## config.mk

```make
export PLATFORM = sky130hd
export DESIGN_NAME = moving_mean_outlier_filter_core_flat
export DESIGN_NICKNAME = d
export VERILOG_FILES = /design/src/rtl/mmof_pkg.sv /design/src/rtl/mmof_if.sv /design/src/rtl/mmof_cell.sv /design/src/rtl/moving_mean_outlier_filter_core.sv /design/src/flat_wrapper.sv
export SDC_FILE = /design/constraint.sdc
export NUM_CORES = 1
export LEC_CHECK = 0
export BUFFER_PORTS_ARGS = -buffer_cell sky130_fd_sc_hd__buf_2
export CORE_MARGIN = 2
export CORE_UTILIZATION = 60
export CTS_BUF_LIST = sky130_fd_sc_hd__clkbuf_4 sky130_fd_sc_hd__clkbuf_8 sky130_fd_sc_hd__clkbuf_16
export CTS_CLUSTER_DIAMETER = 150
export DETAILED_ROUTE_END_ITERATION = 8
export PLACE_DENSITY = 0.79
export SLEW_MARGIN = 0
export SYNTH_ARGS = -nofsm -noshare
export SYNTH_HDL_FRONTEND = slang
export SYNTH_HIERARCHICAL = 1
export SYNTH_SLANG_ARGS = --single-unit
```

## constraint.sdc

```tcl
create_clock -name clk -period 8.8 [get_ports clk]
set_input_delay 0.44 -clock clk [delete_from_list [all_inputs] [get_ports clk]]
set_output_delay 0.44 -clock clk [all_outputs]
set_load 0.03 [all_outputs]
```

## src/rtl/mmof_pkg.sv

```systemverilog
`default_nettype none

package mmof_pkg;

    // window depth and field widths
    localparam int WINDOW   = 4;
    localparam int SAMPLE_W = 16;
    localparam int MAXDEV_W = 16;

    // running sum holds WINDOW samples without overflow
    localparam int SUM_W  = SAMPLE_W + $clog2(WINDOW);
    // WINDOW*x - sum and WINDOW*max_deviation both fit here
    localparam int DIFF_W = SUM_W + 2;
    // fill counter saturates at WINDOW
    localparam int FILL_W = $clog2(WINDOW + 1);

    typedef logic signed [SAMPLE_W-1:0] sample_t;
    typedef logic signed [SUM_W-1:0]    sum_t;
    typedef logic signed [DIFF_W-1:0]   diff_t;
    typedef logic [FILL_W-1:0]          fill_t;

    // per-cell control from the window controller
    typedef struct packed {
        logic shift;
        logic clear;
    } cell_ctrl_t;

endpackage

`default_nettype wire

```

## src/rtl/mmof_if.sv

```systemverilog
`default_nettype none

// sample channel into the filter
interface mmof_in_if;
    logic              valid;
    logic              ready;
    mmof_pkg::sample_t sample;
    logic              restart;

    modport source (output valid, output sample, output restart, input ready);
    modport sink   (input valid, input sample, input restart, output ready);
endinterface

// result channel out of the filter
interface mmof_out_if;
    logic              valid;
    logic              ready;
    mmof_pkg::sample_t kept_sample;
    logic              was_checked;

    modport source (output valid, output kept_sample, output was_checked, input ready);
    modport sink   (input valid, input kept_sample, input was_checked, output ready);
endinterface

`default_nettype wire

```

## src/rtl/mmof_cell.sv

```systemverilog
`default_nettype none

// one window slot: on a shift, loads its neighbor's value, or zero if clear is also set
module mmof_cell
(
    input  wire logic                 clk,
    input  wire logic                 rst_n,
    input  wire mmof_pkg::cell_ctrl_t ctrl,
    input  wire mmof_pkg::sample_t    d_in,
    output mmof_pkg::sample_t         q
);

    mmof_pkg::sample_t value_reg;
    mmof_pkg::sample_t value_next;

    // next slot value
    always_comb
    begin
        value_next = value_reg;
        if (ctrl.shift)
        begin
            value_next = ctrl.clear ? '0 : d_in;
        end
    end

    // slot storage
    always_ff @(posedge clk or negedge rst_n)
    begin
        if (!rst_n)
        begin
            value_reg <= '0;
        end
        else
        begin
            value_reg <= value_next;
        end
    end

    assign q = value_reg;

endmodule

`default_nettype wire

```

## src/rtl/moving_mean_outlier_filter_core.sv

```systemverilog
`default_nettype none

// Moving-mean outlier filter. Keeps a row of WINDOW cells holding the last
// accepted samples, plus their running sum. The first WINDOW samples of a set
// pass unchecked (was_checked = 0); after that a sample passes only if
// |WINDOW*sample - sum| <= WINDOW*max_deviation; a rejected sample produces no
// result and leaves the window unchanged. restart clears the window before its
// own sample is handled. A passing sample appears on the result channel in the
// cycle after its transfer; the single output register lets a new sample
// transfer in the same cycle as the held result transfers out, so it takes one
// sample per clock unless out_ch stalls. The user must write max_deviation
// through cfg_we/cfg_wdata only while no sample is in flight; not enforced.
module moving_mean_outlier_filter_core
(
    input  wire logic                             clk,
    input  wire logic                             rst_n,
    mmof_in_if.sink                               in_ch,
    mmof_out_if.source                            out_ch,
    input  wire logic                             cfg_we,
    input  wire logic [mmof_pkg::MAXDEV_W-1:0]    cfg_wdata
);

    localparam int W = mmof_pkg::WINDOW;

    // configuration register
    logic [mmof_pkg::MAXDEV_W-1:0] max_dev_reg;

    always_ff @(posedge clk or negedge rst_n)
    begin
        if (!rst_n)
        begin
            max_dev_reg <= '0;
        end
        else if (cfg_we)
        begin
            max_dev_reg <= cfg_wdata;
        end
    end

    // window state
    mmof_pkg::sum_t  sum_reg;
    mmof_pkg::sum_t  sum_next;
    mmof_pkg::fill_t fill_reg;
    mmof_pkg::fill_t fill_next;

    // output register
    logic              out_valid_reg;
    logic              out_valid_next;
    mmof_pkg::sample_t kept_reg;
    logic              checked_reg;

    // cell row signals
    mmof_pkg::sample_t    cell_q   [W];
    mmof_pkg::sample_t    cell_d   [W];
    mmof_pkg::cell_ctrl_t cell_ctl [W];

    logic              in_ready_w;
    logic              in_xfer;
    logic              pass;
    logic              full;
    mmof_pkg::sum_t    sum_eff;
    mmof_pkg::fill_t   fill_eff;
    mmof_pkg::sample_t oldest_eff;
    mmof_pkg::diff_t   x_ext;
    mmof_pkg::diff_t   sum_ext;
    mmof_pkg::diff_t   diff;
    logic [mmof_pkg::DIFF_W-1:0] abs_diff;
    logic [mmof_pkg::DIFF_W-1:0] limit;

    // input transfer whenever the output slot is free or draining
    assign in_ready_w  = !out_valid_reg || out_ch.ready;
    assign in_ch.ready = in_ready_w;
    assign in_xfer     = in_ch.valid && in_ready_w;

    // restart clears the view of the window before the check
    assign sum_eff    = in_ch.restart ? '0 : sum_reg;
    assign fill_eff   = in_ch.restart ? '0 : fill_reg;
    assign oldest_eff = in_ch.restart ? '0 : cell_q[0];
    assign full       = (fill_eff >= mmof_pkg::FILL_W'(W));

    // distance check at wide width
    assign x_ext   = mmof_pkg::DIFF_W'(in_ch.sample);
    assign sum_ext = mmof_pkg::DIFF_W'(sum_eff);
    assign diff    = x_ext * $signed(mmof_pkg::DIFF_W'(W)) - sum_ext;
    assign abs_diff = diff[mmof_pkg::DIFF_W-1] ? mmof_pkg::DIFF_W'(-diff)
                                               : mmof_pkg::DIFF_W'(diff);
    assign limit   = mmof_pkg::DIFF_W'(max_dev_reg) * mmof_pkg::DIFF_W'(W);

    assign pass = in_xfer && (!full || (abs_diff <= limit));

    // state update on a passing sample
    always_comb
    begin
        sum_next  = sum_reg;
        fill_next = fill_reg;
        if (pass)
        begin
            sum_next  = sum_eff - mmof_pkg::SUM_W'(oldest_eff)
                        + mmof_pkg::SUM_W'(in_ch.sample);
            fill_next = full ? fill_eff : fill_eff + mmof_pkg::FILL_W'(1);
        end
    end

    // output slot valid
    always_comb
    begin
        out_valid_next = out_valid_reg;
        if (pass)
        begin
            out_valid_next = 1'b1;
        end
        else if (out_ch.ready)
        begin
            out_valid_next = 1'b0;
        end
    end

    // control registers
    always_ff @(posedge clk or negedge rst_n)
    begin
        if (!rst_n)
        begin
            sum_reg       <= '0;
            fill_reg      <= '0;
            out_valid_reg <= 1'b0;
        end
        else
        begin
            sum_reg       <= sum_next;
            fill_reg      <= fill_next;
            out_valid_reg <= out_valid_next;
        end
    end

    // result payload
    always_ff @(posedge clk)
    begin
        if (pass)
        begin
            kept_reg    <= in_ch.sample;
            checked_reg <= full;
        end
    end

    // row of window cells, oldest at index 0, new sample enters at the top
    for (genvar i = 0; i < W; i++)
    begin : g_cell
        if (i == W - 1)
        begin : g_last
            assign cell_d[i]   = in_ch.sample;
            assign cell_ctl[i] = '{shift: pass, clear: 1'b0};
        end
        else
        begin : g_mid
            assign cell_d[i]   = cell_q[i+1];
            assign cell_ctl[i] = '{shift: pass, clear: in_ch.restart};
        end

        mmof_cell u_cell
        (
            .clk   (clk),
            .rst_n (rst_n),
            .ctrl  (cell_ctl[i]),
            .d_in  (cell_d[i]),
            .q     (cell_q[i])
        );
    end

    // result channel
    assign out_ch.valid       = out_valid_reg;
    assign out_ch.kept_sample = kept_reg;
    assign out_ch.was_checked = checked_reg;

endmodule

`default_nettype wire
```

## src/flat_wrapper.sv

```systemverilog
// flat-port wrapper written by rule: the top's interface ports become plain ports
module moving_mean_outlier_filter_core_flat 
  (clk, rst_n, cfg_we, cfg_wdata, in_ch_valid, in_ch_sample, in_ch_restart, in_ch_ready, out_ch_valid, out_ch_kept_sample, out_ch_was_checked, out_ch_ready);
  mmof_in_if in_ch_i ();
  mmof_out_if out_ch_i ();
  input  wire logic clk;
  input  wire logic rst_n;
  input  wire logic cfg_we;
  input  wire logic [mmof_pkg::MAXDEV_W-1:0] cfg_wdata;
  input wire logic [$bits(in_ch_i.valid)-1:0] in_ch_valid;
  input wire logic [$bits(in_ch_i.sample)-1:0] in_ch_sample;
  input wire logic [$bits(in_ch_i.restart)-1:0] in_ch_restart;
  output wire logic [$bits(in_ch_i.ready)-1:0] in_ch_ready;
  output wire logic [$bits(out_ch_i.valid)-1:0] out_ch_valid;
  output wire logic [$bits(out_ch_i.kept_sample)-1:0] out_ch_kept_sample;
  output wire logic [$bits(out_ch_i.was_checked)-1:0] out_ch_was_checked;
  input wire logic [$bits(out_ch_i.ready)-1:0] out_ch_ready;
  assign in_ch_i.valid = in_ch_valid;
  assign in_ch_i.sample = in_ch_sample;
  assign in_ch_i.restart = in_ch_restart;
  assign in_ch_ready = in_ch_i.ready;
  assign out_ch_valid = out_ch_i.valid;
  assign out_ch_kept_sample = out_ch_i.kept_sample;
  assign out_ch_was_checked = out_ch_i.was_checked;
  assign out_ch_i.ready = out_ch_ready;
  moving_mean_outlier_filter_core u_core (.clk(clk), .rst_n(rst_n), .in_ch(in_ch_i), .out_ch(out_ch_i), .cfg_we(cfg_we), .cfg_wdata(cfg_wdata));
endmodule
```

==> results of run 1 <==
-- area by class of cell --
class                      instances  area (µm²)
clock inverter                    13       96.34
timing repair buffer              61       322.8
tap                              176       220.2
fill                            1043        4218
sequential                       119        3063
clock buffer                      19       464.2
inverter                         137       514.2
multi-input combinational        554        4239
-- worst min-delay path, cell delays in order --
cell and delay (ps):
buf_2 70, nand2_1 40, o21ai_0 50
-- metrics by stage --
| step | utilization | power, µW | hold slack [ps] |
|---|---|---|---|
| 2_1_floorplan | - | 1991 | 144.4 |
| 3_3_place_gp | 0.6355 | 2209 | 423.3 |
| 3_5_place_dp | 0.6355 | 2247 | 419.6 |
| 4_1_cts | 0.6790 | 2922 | 203.9 |
| 5_1_grt | 0.6790 | 3152 | 220.5 |
| 6_report | 0.6790 | 2913 | 222.7 |
-- routing by layer --
layer  wire [µm]  part of all wire
met1        7669              0.49
met5           0                 0
met3         621             0.040
met4         216             0.014
met2        7162              0.46
-- placed cells by master, fill, tap and decap left out, drive strengths merged, types with 19 or more instances in the layout --
master	Yosys	routed
o21ai	96	96
dfrtp	102	102
nand2	34	34
nand2b	25	25
inv	137	140
a21oi	30	30
ha	55	55
nand3b	64	64
nor2b	25	25
xnor2	26	26
buf	18	60
nor2	30	30
clkbuf	9	19
-- logic make-up (layout without fill, tap and decap cells) --
| logic type | Yosys count | in the layout | synth area share |
|---|---|---|---|
| fa+ha+maj | 72 | 72 | 0.1289 |
| other cells | 1 | 7 | 0.0004699 |
| compound gates | 194 | 194 | 0.1527 |
| flops | 119 | 119 | 0.3838 |
| xor+xnor | 40 | 40 | 0.04390 |
| simple gates | 219 | 219 | 0.1649 |
| buf+inv | 164 | 230 | 0.08780 |
| mux | 22 | 22 | 0.03747 |
-- power by group --
group	leakage, µW	internal (µW)	switching [µW]
Sequential	0.00148	729	85.4
Combinational	0.00234	642	811
Clock	0.000271	385	260
Total	0.00408	1760	1160
-- final timing paths --
kind,start,endpoint,slack (ps),cells after the start
min in group asynchronous,rst_n,u_core/max_dev_reg[4]$_DFFE_PN0P_,510,2
hold / removal,cfg_wdata[8],u_core/max_dev_reg[8]$_DFFE_PN0P_,220,3
setup / recovery,in_ch_restart,u_core/sum_reg[5]$_DFFE_PN0P_,2370,23
hold reg to reg,u_core/g_cell[1].u_cell/q[1]$_DFFE_PN0P_,u_core/g_cell[0].u_cell/q[1]$_DFFE_PN0P_,500,2
max in group asynchronous,rst_n,u_core/g_cell[3].u_cell/q[13]$_DFFE_PN0P_,7080,3
setup reg to reg,u_core/sum_reg[3]$_DFFE_PN0P_,u_core/sum_reg[5]$_DFFE_PN0P_,2810,21
-- Yosys cell counts (5+ instances only) --
master	instances
inv_1	136
dfrtp_1	102
o21ai_0	86
nand3b_1	64
ha_1	55
nand2_1	34
a21oi_1	30
nor2_1	30
xnor2_1	26
nand2b_1	25
nor2b_1	25
a21o_1	17
edfxtp_1	17
fa_1	17
mux2_4	15
xor2_1	14
buf_6	10
o21ai_1	10
clkbuf_1	9
nand3_1	9
buf_2	8
nor3_1	7
a211oi_1	5
nand4_1	5
nor4_1	5
o21a_1	5
==> impl_metrics.toml, run 1 <==
[floorplanning]
die_h_um = 119.3
die_area_um2 = 14240
core_um2 = 13140
initial_core_util = 0.6074
rows = 42
ios = 57
die_x_um = 119.3

[cells_and_area]
design_area_um2 = 8920
n_antenna_cell = 0
fin_cells = 1079
largest_register_ff_count = 64
area_growth_pct = 11.77
final_nets = 1000
drive_above_1_share = 0.1362

[setup_path]
startpoint_type = "input port"
crit_path_max_fanout = 114
crit_path_end_kind = "register"
critPathBufInv = 3
crit_chain = "buf_2, buf_4, nand2b_1, ha_1, a21o_1, a211o_1, a21oi_1, o21ai_0, a31o_2, nand2_1, a21oi_1, a21oi_1, xnor2_1, ha_1, a21o_1, a21o_1, a211oi_1, o21ai_0, a2111oi_0, o21ai_0, a41oi_4, buf_4, mux2_2"
crit_type = "in2reg"
arrival_ps = 6740
required_ps = 9100
critPathTopFamily = "compound AO/OA/AOI/OAI gates"
critPathMaxStageDelay_ps = 850
critPathSlowestCell = "buf_4"

[flow_run]
maxCapViolCount = 0

[global_route]
met2_usage = 0.3596
use_met1 = 0.3234
top_usage_layer = "met2"
grt_pass1_vias = 5596
grt_util_met3 = 0.05220
grt_pass1_wl_um = 26460
grt_max_degree = 115
grt-ovfl-total = 0
grt_use_total = 0.2312
antenna_found_initial = 0

[sta]
period_needed_ps = 6434
tns_ps = 0
grt_setup_unrepaired = "false"
fin_crit_sh = 0.7311
finalMaxSlewViolations = 0
finClkSkew_ps = 10.19
final_hold_viol_count = 0
fmax_mhz = 155.4
tightest_slew_ps = 1128
setup_viol = 0
layout_setup_ws_ps = 2366
maxSlewHeadroom = 0.2483

[clock_network]
clk_latency_ps = 420
path_clk_slew_ps = 60
cts_max_level = 4
holdBufCountCts = 1
cts_setup_buffers = 0
cts_buffers = 17
cts_buffer_depth = 2
cts_tree = "yes"
post_cts_resized = 0
cts.sinks = 119
root_buffer = "clkbuf_16"

[placed_design]
hpwlAfterDp_um = 10730
port_buffers = 56
place_inst = 1046
gp_congestion = 0.8580
place_area_um2 = 8349
place_ws_ps = 1938

[synth]
netlist_area_um2 = 7980
synth_ff_type = "dfrtp_1"
yosysWarnings = 6
syn_inst = 831
synth.distinct_cells = 67
async_flop_share = 0.8571
synth_top_cell_by_area = "dfrtp_1"
synth_area_per_cell_um2 = 9.603
ys_top_cells_by_area = "dfrtp_1 32%, ha_1 8.6%, edfxtp_1 6.4%"
synth-seq-cells = 119
synth_top_cell_area_share = 0.3198
yosysSeqAreaShare = 0.3838
synth_edf_count = 17

[drt]
drt-total-wl_um = 15670
drt_pass1_iterations = 5
wl_per_cell_um = 14.52
drtIter0Drc = 401
ant_nets = 0
remaining_drc_errors = 0
vias = 5860
vias_per_cell = 5.431

[outcome]
status = "completed"

[power_and_ir_drop]
vdd_ir_drop_max_mv = 0.1608
p_per_area_nw_per_um2 = 326.6
p_leak_uw = 0.004085

[min_path]
hp-class = "in2reg"
Power figures use the tool's default switching activity.
==> inputs of run 2 (changes only) <==
--- a/config.mk
+++ b/config.mk
@@ -5,6 +5,7 @@
 export SDC_FILE = /design/constraint.sdc
 export NUM_CORES = 1
 export LEC_CHECK = 0
+export ABC_AREA = 1
 export BUFFER_PORTS_ARGS = -buffer_cell sky130_fd_sc_hd__buf_2
 export CORE_MARGIN = 2
 export CORE_UTILIZATION = 60
==> constraint.sdc (replaced) <==
create_clock -name clk -period 6.1 [get_ports clk]
set_input_delay 0.305 -clock clk [delete_from_list [all_inputs] [get_ports clk]]
set_output_delay 0.305 -clock clk [all_outputs]
set_load 0.03 [all_outputs]
==> impl_metrics.toml, run 2 <==
[floorplanning]
core_um2 = 13770
die_x_um = 122.1
die_h_um = 122.1
initial_core_util = 0.6074
ios = 57
die_area_um2 = 14900
rows = 43

[sta]
whs_ps = 95.06
finalMaxSlewViolations = 0
maxSlewHeadroom = 0.4133
finClkSkew_ps = 10.08
fmax_mhz = 196.6
fin_crit_sh = 0.8337
grt_setup_unrepaired = "false"
setup_viol = 0
period_needed_ps = 5086
final_hold_viol_count = 0
tightest_slew_ps = 880.1
tns_ps = 0

[synth]
synth_area_per_cell_um2 = 7.675
synthMuxAreaShare = 0.001346
synth_ff_type = "dfrtp_1"
synth_top_family_by_area = "simple AND/OR/NAND/NOR gates"
synthAdderAreaFrac = 0.1229
syn_inst = 1090
synth_most_common_cell = "nand2_1"
synthSimpleGateAreaFrac = 0.3017
netlist_area_um2 = 8366
synth.distinct_cells = 43
synth_common_cells = "331 x nand2_1, 164 x inv_1, 120 x nand3_1"
ys_top_cells_by_area = "dfrtp_1 31%, nand2_1 15%, ha_1 8.2%"
synth_compound_area_frac = 0.05070
synth-seq-cells = 119
synth_xor_area_frac = 0.04068
yosysWarnings = 6
syn_nets = 1200
async_flop_share = 0.8571
synth_top_cell_by_area = "dfrtp_1"
yosysSeqAreaShare = 0.3661
synth_top_cell_area_share = 0.3051
synth_edf_count = 17

[drt]
drt_pass1_iterations = 5
remaining_drc_errors = 0
m1WireLength_um = 9113
vias_per_cell = 5.274
wl_met3_um = 1328
wl_per_cell_um = 14.57
drt-total-wl_um = 19440
ant_nets = 0
wl_met2_um = 8638
vias = 7036
highest_layer = "met4"
drtIter0Drc = 576

[power_and_ir_drop]
p_sw_frac = 0.4344
finalPower_uw = 4212
p_per_area_nw_per_um2 = 455.5
seqPwrFrac = 0.272
internal_power_uw = 2382
power_switching_uw = 1829
pwr-share-comb = 0.496
p_leak_uw = 0.005096
clkPwrFrac = 0.232
vdd_ir_drop_max_mv = 0.2427

[clock_network]
cts_tree = "yes"
cts_setup_buffers = 0
cts_buffer_depth = 2
root_buffer = "clkbuf_16"
path_clk_slew_ps = 50
cts.sinks = 119
clk_latency_ps = 420
cts_max_level = 4
cts_buffers = 17

[global_route]
grt_pass1_wl_um = 32400
antenna_found_initial = 0
grt_use_total = 0.2816
grt_pass1_vias = 6614
grt-ovfl-total = 0
grt_max_degree = 70

[placed_design]
hpwlAfterDp_um = 14550
place_inst = 1301
gp_congestion = 0.9252
port_buffers = 56

[setup_path]
critPathSlowestCell = "ha_1"
critPathMaxStageDelay_ps = 410
required_ps = 6410
crit_path_max_fanout = 51
startpoint_type = "register"
reg2regPathDepth = 29
reg2reg_to = "u_core/g_cell[3].u_cell/q[15]$_DFFE_PN0P_"
r2r-start = "u_core/sum_reg[13]$_DFFE_PN0P_"
path_common_cell = "nand2_1"
crit_type = "reg2reg"
crit_path_end_kind = "register"
arrival_ps = 5400
reg2reg_slack_ps = 1010

[cells_and_area]
final_cell_mix = "331 x nand2_1, 163 x inv_1, 120 x nand3_1"
fin_cells = 1334
drive_above_1_share = 0.1326
final_nets = 1251
final_common_cell = "nand2_1"
fillCellCount = 1167
n_antenna_cell = 0
area_growth_pct = 10.53
largest_register_ff_count = 64

[outcome]
status = "completed"

[min_path]
holdPathStages = 3
hp-class = "in2reg"
worstHoldEndpoint = "u_core/max_dev_reg[4]$_DFFE_PN0P_"
min-delay-start = "cfg_wdata[4]"

[flow_run]
maxCapViolCount = 0
==> run 2: cell count changes after synthesis, sizes merged, moves of 27 or more <==
cell / delta
nand2: +332
nand3: +114
inv: +38
nand3b: -56
o21ai: -71
nor2: +27
==> run 2: kinds of logic (layout without fill, tap and decap cells) <==
logic type,after synthesis,count (layout)
fa+ha+maj,72,72
mux,1,1
compound gates,77,77
xor+xnor,38,38
other cells,1,1
buf+inv,207,271
simple gates,575,575
flops,119,119
==> run 2: critical path: cells and delay by family (launching register included) <==
| family | cells | cell delay (ps) |
|---|---|---|
| flip-flops | 1 | 360 |
| AO/OA/AOI/OAI | 5 | 1040 |
| adder cells (fa/ha/maj) | 2 | 710 |
| XOR/XNOR | 1 | 170 |
| AND/OR/NAND/NOR | 16 | 1790 |
| buffers and inverters | 5 | 880 |
==> run 2: metrics by stage <==
step,util,worst slack (ps),instance area [µm²]
5_1_grt,0.6713,552.2,9246
2_1_floorplan,-,1055,8366
3_5_place_dp,0.6281,823.4,8651
6_report,0.6713,1014,9246
4_1_cts,0.6713,1156,9246
3_3_place_gp,0.6281,852.4,8651
==> run 2: what timing repair did <==
| item | 4_1_cts | 5_1_grt |
|---|---|---|
| hold buffers | 1 | 0 |
| endpoints found under the hold margin | 33 | 0 |
| gates resized for setup | 0 | 0 |
==> run 2: per-layer routing <==
metal	up-vias	GRT usage
met5	-	0
met4	0	0.08046
met3	28	0.06086
met2	246	0.4263
met1	3237	0.4094
li1	3525	-
==> run 2: power by group through the flow <==
stage	Clock (µW)	Combinational, µW	Sequential (µW)
floorplan	0	1650	1160
global placement	0	2010	1150
detailed placement	0	2050	1150
CTS	992	2070	1150
global route	1020	2370	1170
finish	977	2090	1150
==> run 2: worst max path at each step <==
stage / start / end / slack [ps] / cells past startpoint
after floorplan: in_ch_restart / u_core/g_cell[1].u_cell/q[10]$_DFFE_PN0P_ / 1050 / 39
after global placement: in_ch_restart / u_core/g_cell[3].u_cell/q[2]$_DFFE_PN0P_ / 850 / 34
after detailed placement: in_ch_restart / u_core/g_cell[3].u_cell/q[15]$_DFFE_PN0P_ / 820 / 34
after CTS: u_core/sum_reg[13]$_DFFE_PN0P_ / u_core/g_cell[3].u_cell/q[1]$_DFFE_PN0P_ / 1160 / 32
after global routing: u_core/sum_reg[13]$_DFFE_PN0P_ / u_core/g_cell[3].u_cell/q[2]$_DFFE_PN0P_ / 550 / 32
final: u_core/sum_reg[13]$_DFFE_PN0P_ / u_core/g_cell[3].u_cell/q[15]$_DFFE_PN0P_ / 1010 / 29
==> run 2: layout make-up <==
class	instances	area, µm²	area share
clock buffer	20	471.7	0.05101
clock inverter	12	113.9	0.01231
inverter	175	679.4	0.07348
multi-input combinational	764	4335	0.4689
sequential	119	3063	0.3313
tap	180	225.2	0.02436
timing repair buffer	64	357.8	0.03870
